[src/rtl/fwke_pkg.sv]
// ----------------------------------------------------------------------------
// fwke_pkg
// Shared sizes, codes and controller/datapath interface types for the
// queue with keyed extract.
// ----------------------------------------------------------------------------
`default_nettype none

package fwke_pkg;

    localparam int DEPTH        = 16;
    localparam int KEY_BITS     = 16;
    localparam int PAYLOAD_BITS = 32;
    localparam int SLOT_BITS    = $clog2(DEPTH);
    localparam int CNT_BITS     = $clog2(DEPTH + 1);
    localparam int KIND_BITS    = 2;
    localparam int STATUS_BITS  = 2;
    localparam int ENTRY_BITS   = KEY_BITS + PAYLOAD_BITS;
    localparam int S_DATA_BITS  = ((KEY_BITS + PAYLOAD_BITS + 7) / 8) * 8;
    localparam int M_DATA_BITS  = ((KEY_BITS + PAYLOAD_BITS + CNT_BITS + 7) / 8) * 8;

    localparam logic [KIND_BITS-1:0] KIND_ENQ     = 2'd0;
    localparam logic [KIND_BITS-1:0] KIND_DEQ     = 2'd1;
    localparam logic [KIND_BITS-1:0] KIND_EXTRACT = 2'd2;

    localparam logic [STATUS_BITS-1:0] ST_ACCEPTED = 2'd0;
    localparam logic [STATUS_BITS-1:0] ST_RETURNED = 2'd1;
    localparam logic [STATUS_BITS-1:0] ST_NONE     = 2'd2;
    localparam logic [STATUS_BITS-1:0] ST_FULL     = 2'd3;

    typedef struct packed {
        logic load;
        logic rd_first;
        logic step;
        logic enq;
        logic remove;
        logic res_none;
        logic res_full;
    } fwke_cmd_t;

    typedef struct packed {
        logic [KIND_BITS-1:0] kind;
        logic                 empty;
        logic                 full;
        logic                 key_hit;
        logic                 last;
        logic                 out_free;
    } fwke_sts_t;

endpackage

`default_nettype wire

[src/rtl/fwke_ram.sv]
// ----------------------------------------------------------------------------
// fwke_ram
// Generic single-write, single-read RAM with registered read data.
// ----------------------------------------------------------------------------
`default_nettype none

module fwke_ram #(
    parameter int WIDTH = 8,
    parameter int DEPTH = 16
) (
    input  wire logic                     aclk,
    input  wire logic                     wr_en,
    input  wire logic [$clog2(DEPTH)-1:0] wr_addr,
    input  wire logic [WIDTH-1:0]         wr_data,
    input  wire logic                     rd_en,
    input  wire logic [$clog2(DEPTH)-1:0] rd_addr,
    output logic      [WIDTH-1:0]         rd_data
);

    logic [WIDTH-1:0] mem [DEPTH];

    always_ff @(posedge aclk) begin
        if (wr_en) begin
            mem[wr_addr] <= wr_data;
        end
        if (rd_en) begin
            rd_data <= mem[rd_addr];
        end
    end

endmodule

`default_nettype wire

[src/rtl/fwke_ctrl.sv]
// ----------------------------------------------------------------------------
// fwke_ctrl
// Controller: sequences enqueue, dequeue and the linked extract walk.
// ----------------------------------------------------------------------------
`default_nettype none

module fwke_ctrl import fwke_pkg::*; (
    input  wire logic      aclk,
    input  wire logic      aresetn,
    input  wire logic      s_tvalid,
    output logic           s_tready,
    input  wire fwke_sts_t sts,
    output fwke_cmd_t      cmd
);

    localparam logic [1:0] S_IDLE   = 2'd0;
    localparam logic [1:0] S_DECIDE = 2'd1;
    localparam logic [1:0] S_DEQ    = 2'd2;
    localparam logic [1:0] S_EXT    = 2'd3;

    logic [1:0] state_reg;
    logic [1:0] state_next;

    always_comb begin
        cmd        = '0;
        state_next = state_reg;
        s_tready   = 1'b0;
        case (state_reg)
            S_IDLE: begin
                s_tready = 1'b1;
                if (s_tvalid) begin
                    cmd.load   = 1'b1;
                    state_next = S_DECIDE;
                end
            end
            S_DECIDE: begin
                case (sts.kind)
                    KIND_ENQ: begin
                        if (sts.out_free) begin
                            cmd.res_full = sts.full;
                            cmd.enq      = !sts.full;
                            state_next   = S_IDLE;
                        end
                    end
                    KIND_DEQ, KIND_EXTRACT: begin
                        if (sts.empty) begin
                            if (sts.out_free) begin
                                cmd.res_none = 1'b1;
                                state_next   = S_IDLE;
                            end
                        end else begin
                            cmd.rd_first = 1'b1;
                            state_next   = (sts.kind == KIND_DEQ) ? S_DEQ : S_EXT;
                        end
                    end
                    default: begin
                        if (sts.out_free) begin
                            cmd.res_none = 1'b1;
                            state_next   = S_IDLE;
                        end
                    end
                endcase
            end
            S_DEQ: begin
                if (sts.out_free) begin
                    cmd.remove = 1'b1;
                    state_next = S_IDLE;
                end
            end
            S_EXT: begin
                if (sts.key_hit) begin
                    if (sts.out_free) begin
                        cmd.remove = 1'b1;
                        state_next = S_IDLE;
                    end
                end else if (sts.last) begin
                    if (sts.out_free) begin
                        cmd.res_none = 1'b1;
                        state_next   = S_IDLE;
                    end
                end else begin
                    cmd.step = 1'b1;
                end
            end
            default: begin
                state_next = S_IDLE;
            end
        endcase
    end

    always_ff @(posedge aclk) begin
        if (!aresetn) begin
            state_reg <= S_IDLE;
        end else begin
            state_reg <= state_next;
        end
    end

endmodule

`default_nettype wire

[src/rtl/fwke_dp.sv]
// ----------------------------------------------------------------------------
// fwke_dp
// Datapath: slot RAMs, link chain pointers, used bits and result register.
// ----------------------------------------------------------------------------
`default_nettype none

module fwke_dp import fwke_pkg::*; (
    input  wire logic                   aclk,
    input  wire logic                   aresetn,
    input  wire logic [S_DATA_BITS-1:0] s_tdata,
    input  wire logic [KIND_BITS-1:0]   s_tuser,
    input  wire logic                   m_tready,
    input  wire fwke_cmd_t              cmd,
    output fwke_sts_t                   sts,
    output logic                        m_tvalid,
    output logic [M_DATA_BITS-1:0]      m_tdata,
    output logic [STATUS_BITS-1:0]      m_tuser
);

    logic [KIND_BITS-1:0]    kind_reg;
    logic [KEY_BITS-1:0]     key_reg;
    logic [PAYLOAD_BITS-1:0] payload_reg;

    logic [SLOT_BITS-1:0] head_reg, head_next;
    logic [SLOT_BITS-1:0] tail_reg, tail_next;
    logic [CNT_BITS-1:0]  count_reg, count_next;
    logic [DEPTH-1:0]     used_reg, used_next;
    logic [SLOT_BITS-1:0] cur_reg, cur_next;
    logic [SLOT_BITS-1:0] prev_reg, prev_next;
    logic [SLOT_BITS-1:0] n_reg, n_next;

    logic                    out_valid_reg, out_valid_next;
    logic [STATUS_BITS-1:0]  status_reg;
    logic [KEY_BITS-1:0]     okey_reg;
    logic [PAYLOAD_BITS-1:0] opay_reg;
    logic [CNT_BITS-1:0]     occ_reg;

    logic [SLOT_BITS-1:0]  free_slot;
    logic [ENTRY_BITS-1:0] entry_rdata;
    logic [SLOT_BITS-1:0]  link_rdata;
    logic                  rd_en;
    logic [SLOT_BITS-1:0]  rd_addr;
    logic                  link_wr_en;
    logic [SLOT_BITS-1:0]  link_wr_addr;
    logic [SLOT_BITS-1:0]  link_wr_data;
    logic                  out_free;
    logic [KEY_BITS-1:0]   rd_key;
    logic [PAYLOAD_BITS-1:0] rd_pay;

    assign rd_key   = entry_rdata[KEY_BITS-1:0];
    assign rd_pay   = entry_rdata[ENTRY_BITS-1:KEY_BITS];
    assign out_free = !out_valid_reg || m_tready;

    // lowest-numbered free slot
    always_comb begin
        free_slot = '0;
        for (int i = DEPTH - 1; i >= 0; i--) begin
            if (!used_reg[i]) begin
                free_slot = SLOT_BITS'(i);
            end
        end
    end

    assign rd_en        = cmd.rd_first || cmd.step;
    assign rd_addr      = cmd.step ? link_rdata : head_reg;
    assign link_wr_en   = (cmd.enq && count_reg != '0) || (cmd.remove && n_reg != '0);
    assign link_wr_addr = cmd.enq ? tail_reg : prev_reg;
    assign link_wr_data = cmd.enq ? free_slot : link_rdata;

    fwke_ram #(
        .WIDTH (ENTRY_BITS),
        .DEPTH (DEPTH)
    ) u_entry_ram (
        .aclk    (aclk),
        .wr_en   (cmd.enq),
        .wr_addr (free_slot),
        .wr_data ({payload_reg, key_reg}),
        .rd_en   (rd_en),
        .rd_addr (rd_addr),
        .rd_data (entry_rdata)
    );

    fwke_ram #(
        .WIDTH (SLOT_BITS),
        .DEPTH (DEPTH)
    ) u_link_ram (
        .aclk    (aclk),
        .wr_en   (link_wr_en),
        .wr_addr (link_wr_addr),
        .wr_data (link_wr_data),
        .rd_en   (rd_en),
        .rd_addr (rd_addr),
        .rd_data (link_rdata)
    );

    assign sts.kind     = kind_reg;
    assign sts.empty    = (count_reg == '0);
    assign sts.full     = (count_reg == CNT_BITS'(DEPTH));
    assign sts.key_hit  = (rd_key == key_reg);
    assign sts.last     = ({1'b0, n_reg} == CNT_BITS'(count_reg - 1'b1));
    assign sts.out_free = out_free;

    always_comb begin
        head_next      = head_reg;
        tail_next      = tail_reg;
        count_next     = count_reg;
        used_next      = used_reg;
        cur_next       = cur_reg;
        prev_next      = prev_reg;
        n_next         = n_reg;
        out_valid_next = out_valid_reg && !m_tready;

        if (cmd.rd_first) begin
            cur_next  = head_reg;
            prev_next = '0;
            n_next    = '0;
        end
        if (cmd.step) begin
            prev_next = cur_reg;
            cur_next  = link_rdata;
            n_next    = n_reg + 1'b1;
        end
        if (cmd.enq) begin
            used_next[free_slot] = 1'b1;
            if (count_reg == '0) begin
                head_next = free_slot;
            end
            tail_next  = free_slot;
            count_next = count_reg + 1'b1;
        end
        if (cmd.remove) begin
            used_next[cur_reg] = 1'b0;
            count_next         = count_reg - 1'b1;
            if (n_reg == '0) begin
                head_next = link_rdata;
            end else if (cur_reg == tail_reg) begin
                tail_next = prev_reg;
            end
            if (count_reg == CNT_BITS'(1)) begin
                head_next = '0;
                tail_next = '0;
            end
        end
        if (cmd.enq || cmd.remove || cmd.res_none || cmd.res_full) begin
            out_valid_next = 1'b1;
        end
    end

    always_ff @(posedge aclk) begin
        if (!aresetn) begin
            head_reg      <= '0;
            tail_reg      <= '0;
            count_reg     <= '0;
            used_reg      <= '0;
            cur_reg       <= '0;
            prev_reg      <= '0;
            n_reg         <= '0;
            out_valid_reg <= 1'b0;
        end else begin
            head_reg      <= head_next;
            tail_reg      <= tail_next;
            count_reg     <= count_next;
            used_reg      <= used_next;
            cur_reg       <= cur_next;
            prev_reg      <= prev_next;
            n_reg         <= n_next;
            out_valid_reg <= out_valid_next;
        end
    end

    always_ff @(posedge aclk) begin
        if (cmd.load) begin
            kind_reg    <= s_tuser;
            key_reg     <= s_tdata[KEY_BITS-1:0];
            payload_reg <= s_tdata[ENTRY_BITS-1:KEY_BITS];
        end
        if (cmd.enq || cmd.remove || cmd.res_none || cmd.res_full) begin
            occ_reg <= count_next;
            if (cmd.remove) begin
                status_reg <= ST_RETURNED;
                okey_reg   <= rd_key;
                opay_reg   <= rd_pay;
            end else begin
                status_reg <= cmd.enq ? ST_ACCEPTED : (cmd.res_full ? ST_FULL : ST_NONE);
                okey_reg   <= '0;
                opay_reg   <= '0;
            end
        end
    end

    assign m_tvalid = out_valid_reg;
    assign m_tuser  = status_reg;
    assign m_tdata  = M_DATA_BITS'({occ_reg, opay_reg, okey_reg});

endmodule

`default_nettype wire

[src/rtl/fifo_with_keyed_extract_core.sv]
// ----------------------------------------------------------------------------
// fifo_with_keyed_extract_core
// Bounded queue of keyed entries with enqueue, dequeue and first-match extract.
// ----------------------------------------------------------------------------
//  channel  | direction | tdata (low bit up)                  | tuser
//  s_       | in        | resource_key, entry_payload         | kind
//  m_       | out       | out_key, out_payload, occupancy     | status
//
//  result registered from the decide state for enqueue, unused kinds and an
//  empty queue, after the head read for dequeue; extract compares at most 16
//  entries, one link ram read per cycle walking oldest to newest until a match
//  s_tready returns in the same cycle the result turns valid; one transaction
//  in flight, and a stalled output register holds the next one before its result
//  aresetn clears the queue pointers, count and used bits; no clearing pass
// ----------------------------------------------------------------------------
`default_nettype none

module fifo_with_keyed_extract_core import fwke_pkg::*; (
    input  wire logic                   aclk,
    input  wire logic                   aresetn,
    input  wire logic                   s_tvalid,
    output logic                        s_tready,
    input  wire logic [S_DATA_BITS-1:0] s_tdata,  // resource_key, entry_payload
    input  wire logic [KIND_BITS-1:0]   s_tuser,  // kind
    output logic                        m_tvalid,
    input  wire logic                   m_tready,
    output logic [M_DATA_BITS-1:0]      m_tdata,  // out_key, out_payload, occupancy
    output logic [STATUS_BITS-1:0]      m_tuser   // status
);

    fwke_cmd_t cmd;
    fwke_sts_t sts;

    fwke_ctrl u_ctrl (
        .aclk     (aclk),
        .aresetn  (aresetn),
        .s_tvalid (s_tvalid),
        .s_tready (s_tready),
        .sts      (sts),
        .cmd      (cmd)
    );

    fwke_dp u_dp (
        .aclk     (aclk),
        .aresetn  (aresetn),
        .s_tdata  (s_tdata),
        .s_tuser  (s_tuser),
        .m_tready (m_tready),
        .cmd      (cmd),
        .sts      (sts),
        .m_tvalid (m_tvalid),
        .m_tdata  (m_tdata),
        .m_tuser  (m_tuser)
    );

    a_one_in_flight: assert property (@(posedge aclk) disable iff (!aresetn)
        s_tvalid && s_tready |=> !s_tready)
        else $error("transaction accepted while another is in flight");

    a_one_result: assert property (@(posedge aclk) disable iff (!aresetn)
        $onehot0({cmd.enq, cmd.remove, cmd.res_none, cmd.res_full}))
        else $error("more than one result issued in a cycle");

    a_zero_fields: assert property (@(posedge aclk) disable iff (!aresetn)
        m_tvalid && m_tuser != ST_RETURNED |->
            m_tdata[ENTRY_BITS-1:0] == '0)
        else $error("key or payload nonzero without a returned entry");

    a_occ_range: assert property (@(posedge aclk) disable iff (!aresetn)
        m_tvalid |-> m_tdata[ENTRY_BITS+CNT_BITS-1:ENTRY_BITS] <= CNT_BITS'(DEPTH))
        else $error("occupancy beyond depth");

    a_full_enq: assert property (@(posedge aclk) disable iff (!aresetn)
        cmd.enq |-> !sts.full)
        else $error("enqueue into a full queue");

endmodule

`default_nettype wire
[config.mk]
export PLATFORM = sky130hd
export DESIGN_NAME = fifo_with_keyed_extract_core
export DESIGN_NICKNAME = d
export VERILOG_FILES = /design/src/rtl/fwke_pkg.sv /design/src/rtl/fwke_ram.sv /design/src/rtl/fwke_ctrl.sv /design/src/rtl/fwke_dp.sv /design/src/rtl/fifo_with_keyed_extract_core.sv
export SDC_FILE = /design/constraint.sdc
export NUM_CORES = 1
export LEC_CHECK = 0
export BUFFER_PORTS_ARGS = -buffer_cell sky130_fd_sc_hd__buf_2
export CORE_UTILIZATION = 55
export CTS_BUF_LIST = sky130_fd_sc_hd__clkbuf_16
export DETAILED_ROUTE_END_ITERATION = 10
export GPL_TIMING_DRIVEN = 1
export PLACE_DENSITY = 0.71
export SLEW_MARGIN = 0
export SYNTH_ARGS = -nofsm -noshare
export SYNTH_HDL_FRONTEND = slang
export SYNTH_SLANG_ARGS = --single-unit
[constraint.sdc]
create_clock -name aclk -period 10 [get_ports aclk]
set_input_delay 3 -clock aclk [delete_from_list [all_inputs] [get_ports aclk]]
set_output_delay 3 -clock aclk [all_outputs]
set_load 0.05 [all_outputs]
==> run summary <==
Area grow syn2layout: 12.3%
First-pass GRT wire length: 126,000 µm
Die Y: 270 µm
Post-CTS Setup Inserts: 0
Worst hold slack: 0.517 ns
Ports: 114
Least-Margin Pin Slew: 1.33 ns
Reg2Reg Depth: 10
Routed Antenna Nets: 0
Reg-to-reg setup timing slack: 3.91 ns
Top cells by area, synth: edfxtp_1 (75%), mux2i_1 (11%), o22ai_1 (3.3%), dfxtp_1 (2.2%), or4_1 (0.99%)
Worst hold start: u_dp.u_entry_ram.rd_data[16]
Initial Utilization: 0.560
Unrepaired setup endpoints after global routing: false
Drt first pass iters: 5
CTS tree: yes
Req. time, crit path: 10.40 ns
Largest family of logic cells by synthesized area: multiplexers
Register area share after synthesis: 0.775
Max clock buf depth: 3
Layout net count: 2,405
Critical path endpoint category: register
Critical Path AT: 6.49 ns
Simple-gate portion of the synthesized area: 0.0402
Synth Flop Type: edfxtp_1
Gate Count Post-Synth: 2,206
Count of final hold-check violations: 0
Setup violators final: 0
Largest net degree at the start of global routing: 105
CTS clk-pin slew, worst paths: 0.06 ns
Synth async-reset ratio: 0
Peak VDD IR: 0.138 mV
#FFs+latches synth: 1,033
TritonCTS Buffers: 101
Fillers: 4,904
Core Util, Final: 0.628
Yosys top cell by area: edfxtp_1
Critical path class: register to register
Post-synthesis adder-cell area fraction: 0.00285
Lkg Pwr: 17.3 nW
Status: completed
Max-cap violation count: 0
Multiplexer area fraction after synthesis: 0.110
XOR/XNOR share of the synthesized area: 0.00666
Pwr dens: 200 nW/µm²
Fin. max-slew vios: 0
Clk Latency, worst-skew pair: 0.67 ns
Worst r2r dst: u_dp.u_entry_ram.rd_data[27]
Via count: 20.3k
Die Area: 72,800 µm²
Port Buffer Count: 110
Post-route minimum period: 6.09 ns
Placed insts: 3,179
Hold EP: u_dp.opay_reg[0]
Max reg flops: 768
Fmax achieved: 0.164 GHz
Post-Route WL: 84,100 µm
Setup crit start kind: register
Top Registers: u_dp.u_entry_ram.mem x768, u_dp.u_link_ram.mem x64, u_dp.u_entry_ram.rd_data x48
GR Util All Layers: 0.230
Post-synth EDFFs: 989
Hold path cells: 1
Synth warn: 0
Initial antenna violation count: 1
DRC viols: 0
GP Congestion: 0.823
Fin crit share: 0.609
Relative slew slack: 0.107
Crit-path max FO: 100
Netlist cell types: 51
Cell area after synthesis: 39,500 µm²
Wire length per cell: 25.0 µm
GRT overflow: 0
Initial DRC count: 2,039
TNS Setup: 0 ns
Core area: 70,500 µm²
Synth Area in Compound Gates: 0.0488
Skew final: 0.0331 ns
Cell row count: 97
Clk sink count: 1,033
Die width: 270 µm
Register with the most flip-flops: u_dp.u_entry_ram.mem
Path type of the worst min-delay path: register to register
Root Driver: clkbuf_16
Reg2Reg Launch Point: u_dp.key_reg[0]
Non-Filler Instances: 3,365
Syn_area_per_cell: 17.9 µm²
# H-tree levels: 3
Top-area cell type share of the netlist area: 0.753
Final HPWL DP: 42,500 µm
Vias in the first global route: 20.5k
Layout cells sized above 1: 0.136
Antenna Cells: 0
Vias per inst: 6.03
Hold_buf cts: 0
PostCTS Resize Cnt: 0
[logic make-up after synthesis]
| logic type | count (synthesis) |
|---|---|
| flops | 1033 |
| buf+inv | 128 |
| xor+xnor | 30 |
| mux | 433 |
| compound gates | 292 |
| simple gates | 280 |
| fa+ha+maj | 9 |
| other cells | 1 |
[stage by stage]
step / total power, mW / setup slack, ns / area (µm²)
floorplan: 5.16 / 1.74 / 39500
global placement: 5.27 / 3.63 / 41000
detailed placement: 5.28 / 3.57 / 41000
CTS: 8.93 / 3.93 / 44300
global route: 9.12 / 3.75 / 44300
finish: 8.88 / 3.91 / 44300
[power by group]
group | switching, mW | internal, mW | leakage (nW)
clock network | 1.59 | 2.10 | 1.69
logic | 0.204 | 0.0835 | 6.29
registers | 0.0775 | 4.82 | 9.31
total | 1.87 | 7.01 | 17.3
[metal layers]
metal / vias to the layer above / track usage / part of all wire
li1: 9079 / - / -
met1: 10400 / 0.320 / 0.42
met2: 699 / 0.383 / 0.49
met3: 132 / 0.0357 / 0.063
met4: 0 / 0.0607 / 0.021
met5: - / 0 / 0
[how the worst max path moves through the flow]
stage                    start                           end  slack (ns)
6_report       u_dp.key_reg[0]  u_dp.u_entry_ram.rd_data[27]        3.91
3_5_place_dp          m_tready   u_dp.u_entry_ram.mem[0][37]        3.57
2_1_floorplan         m_tready              u_dp.used_reg[4]        1.74
3_3_place_gp          m_tready   u_dp.u_entry_ram.mem[0][39]        3.63
5_1_grt        u_dp.key_reg[0]  u_dp.u_entry_ram.rd_data[25]        3.75
4_1_cts        u_dp.key_reg[0]  u_dp.u_entry_ram.rd_data[27]        3.93
[cells in the final DEF, fill, tap and decap left out, types with 8 or more instances in the layout]
cell,count
inv_1,43
bufinv_16,10
ha_1,9
nand2b_1,13
clkbuf_16,101
nand4_1,11
nand2_2,8
xnor2_1,27
clkinv_1,25
a21oi_1,10
nand3_1,14
buf_4,29
a21boi_0,8
buf_2,110
o22ai_1,208
clkinv_2,10
nor2_1,34
or4_1,52
o21ai_0,23
dfxtp_1,44
mux2i_1,429
nor3_1,10
o221a_2,16
edfxtp_1,989
nand2_1,42
and2_1,57
[synthesized netlist by cell type (6+ instances only)]
| cell | count |
|---|---|
| a21boi_0 | 8 |
| a21oi_1 | 10 |
| a31oi_1 | 6 |
| and2_1 | 58 |
| buf_2 | 46 |
| buf_4 | 27 |
| clkbuf_1 | 36 |
| dfxtp_1 | 44 |
| edfxtp_1 | 989 |
| ha_1 | 9 |
| inv_1 | 16 |
| mux2i_1 | 430 |
| nand2_1 | 48 |
| nand2b_1 | 13 |
| nand3_1 | 14 |
| nand4_1 | 11 |
| nor2_1 | 39 |
| nor3_1 | 16 |
| nor3b_1 | 12 |
| o21ai_0 | 24 |
| o221a_2 | 16 |
| o22ai_1 | 208 |
| or4_1 | 52 |
| xnor2_1 | 27 |
[worst max-delay path, stage by stage (launching register included)]
cell and delay, ns:
edfxtp_1 0.66, xnor2_1 0.35, nand4_1 0.18, o41ai_2 0.73, or3b_1 0.87, mux2i_4 0.77, buf_4 0.47, buf_12 0.47
mux2i_1 0.32, o22ai_1 0.14, or4_1 0.55
[area by class of cell]
cell class / count / area, µm² / share of cell area
clock buffer: 101 / 2530 / 0.0570
timing repair buffer: 143 / 848 / 0.0191
multi-input combinational: 1047 / 8380 / 0.189
inverter: 16 / 60.1 / 0.00136
tap: 940 / 1180 / 0.0265
clock inverter: 85 / 742 / 0.0167
sequential: 1033 / 30600 / 0.690
Power figures use the tool's default switching activity.
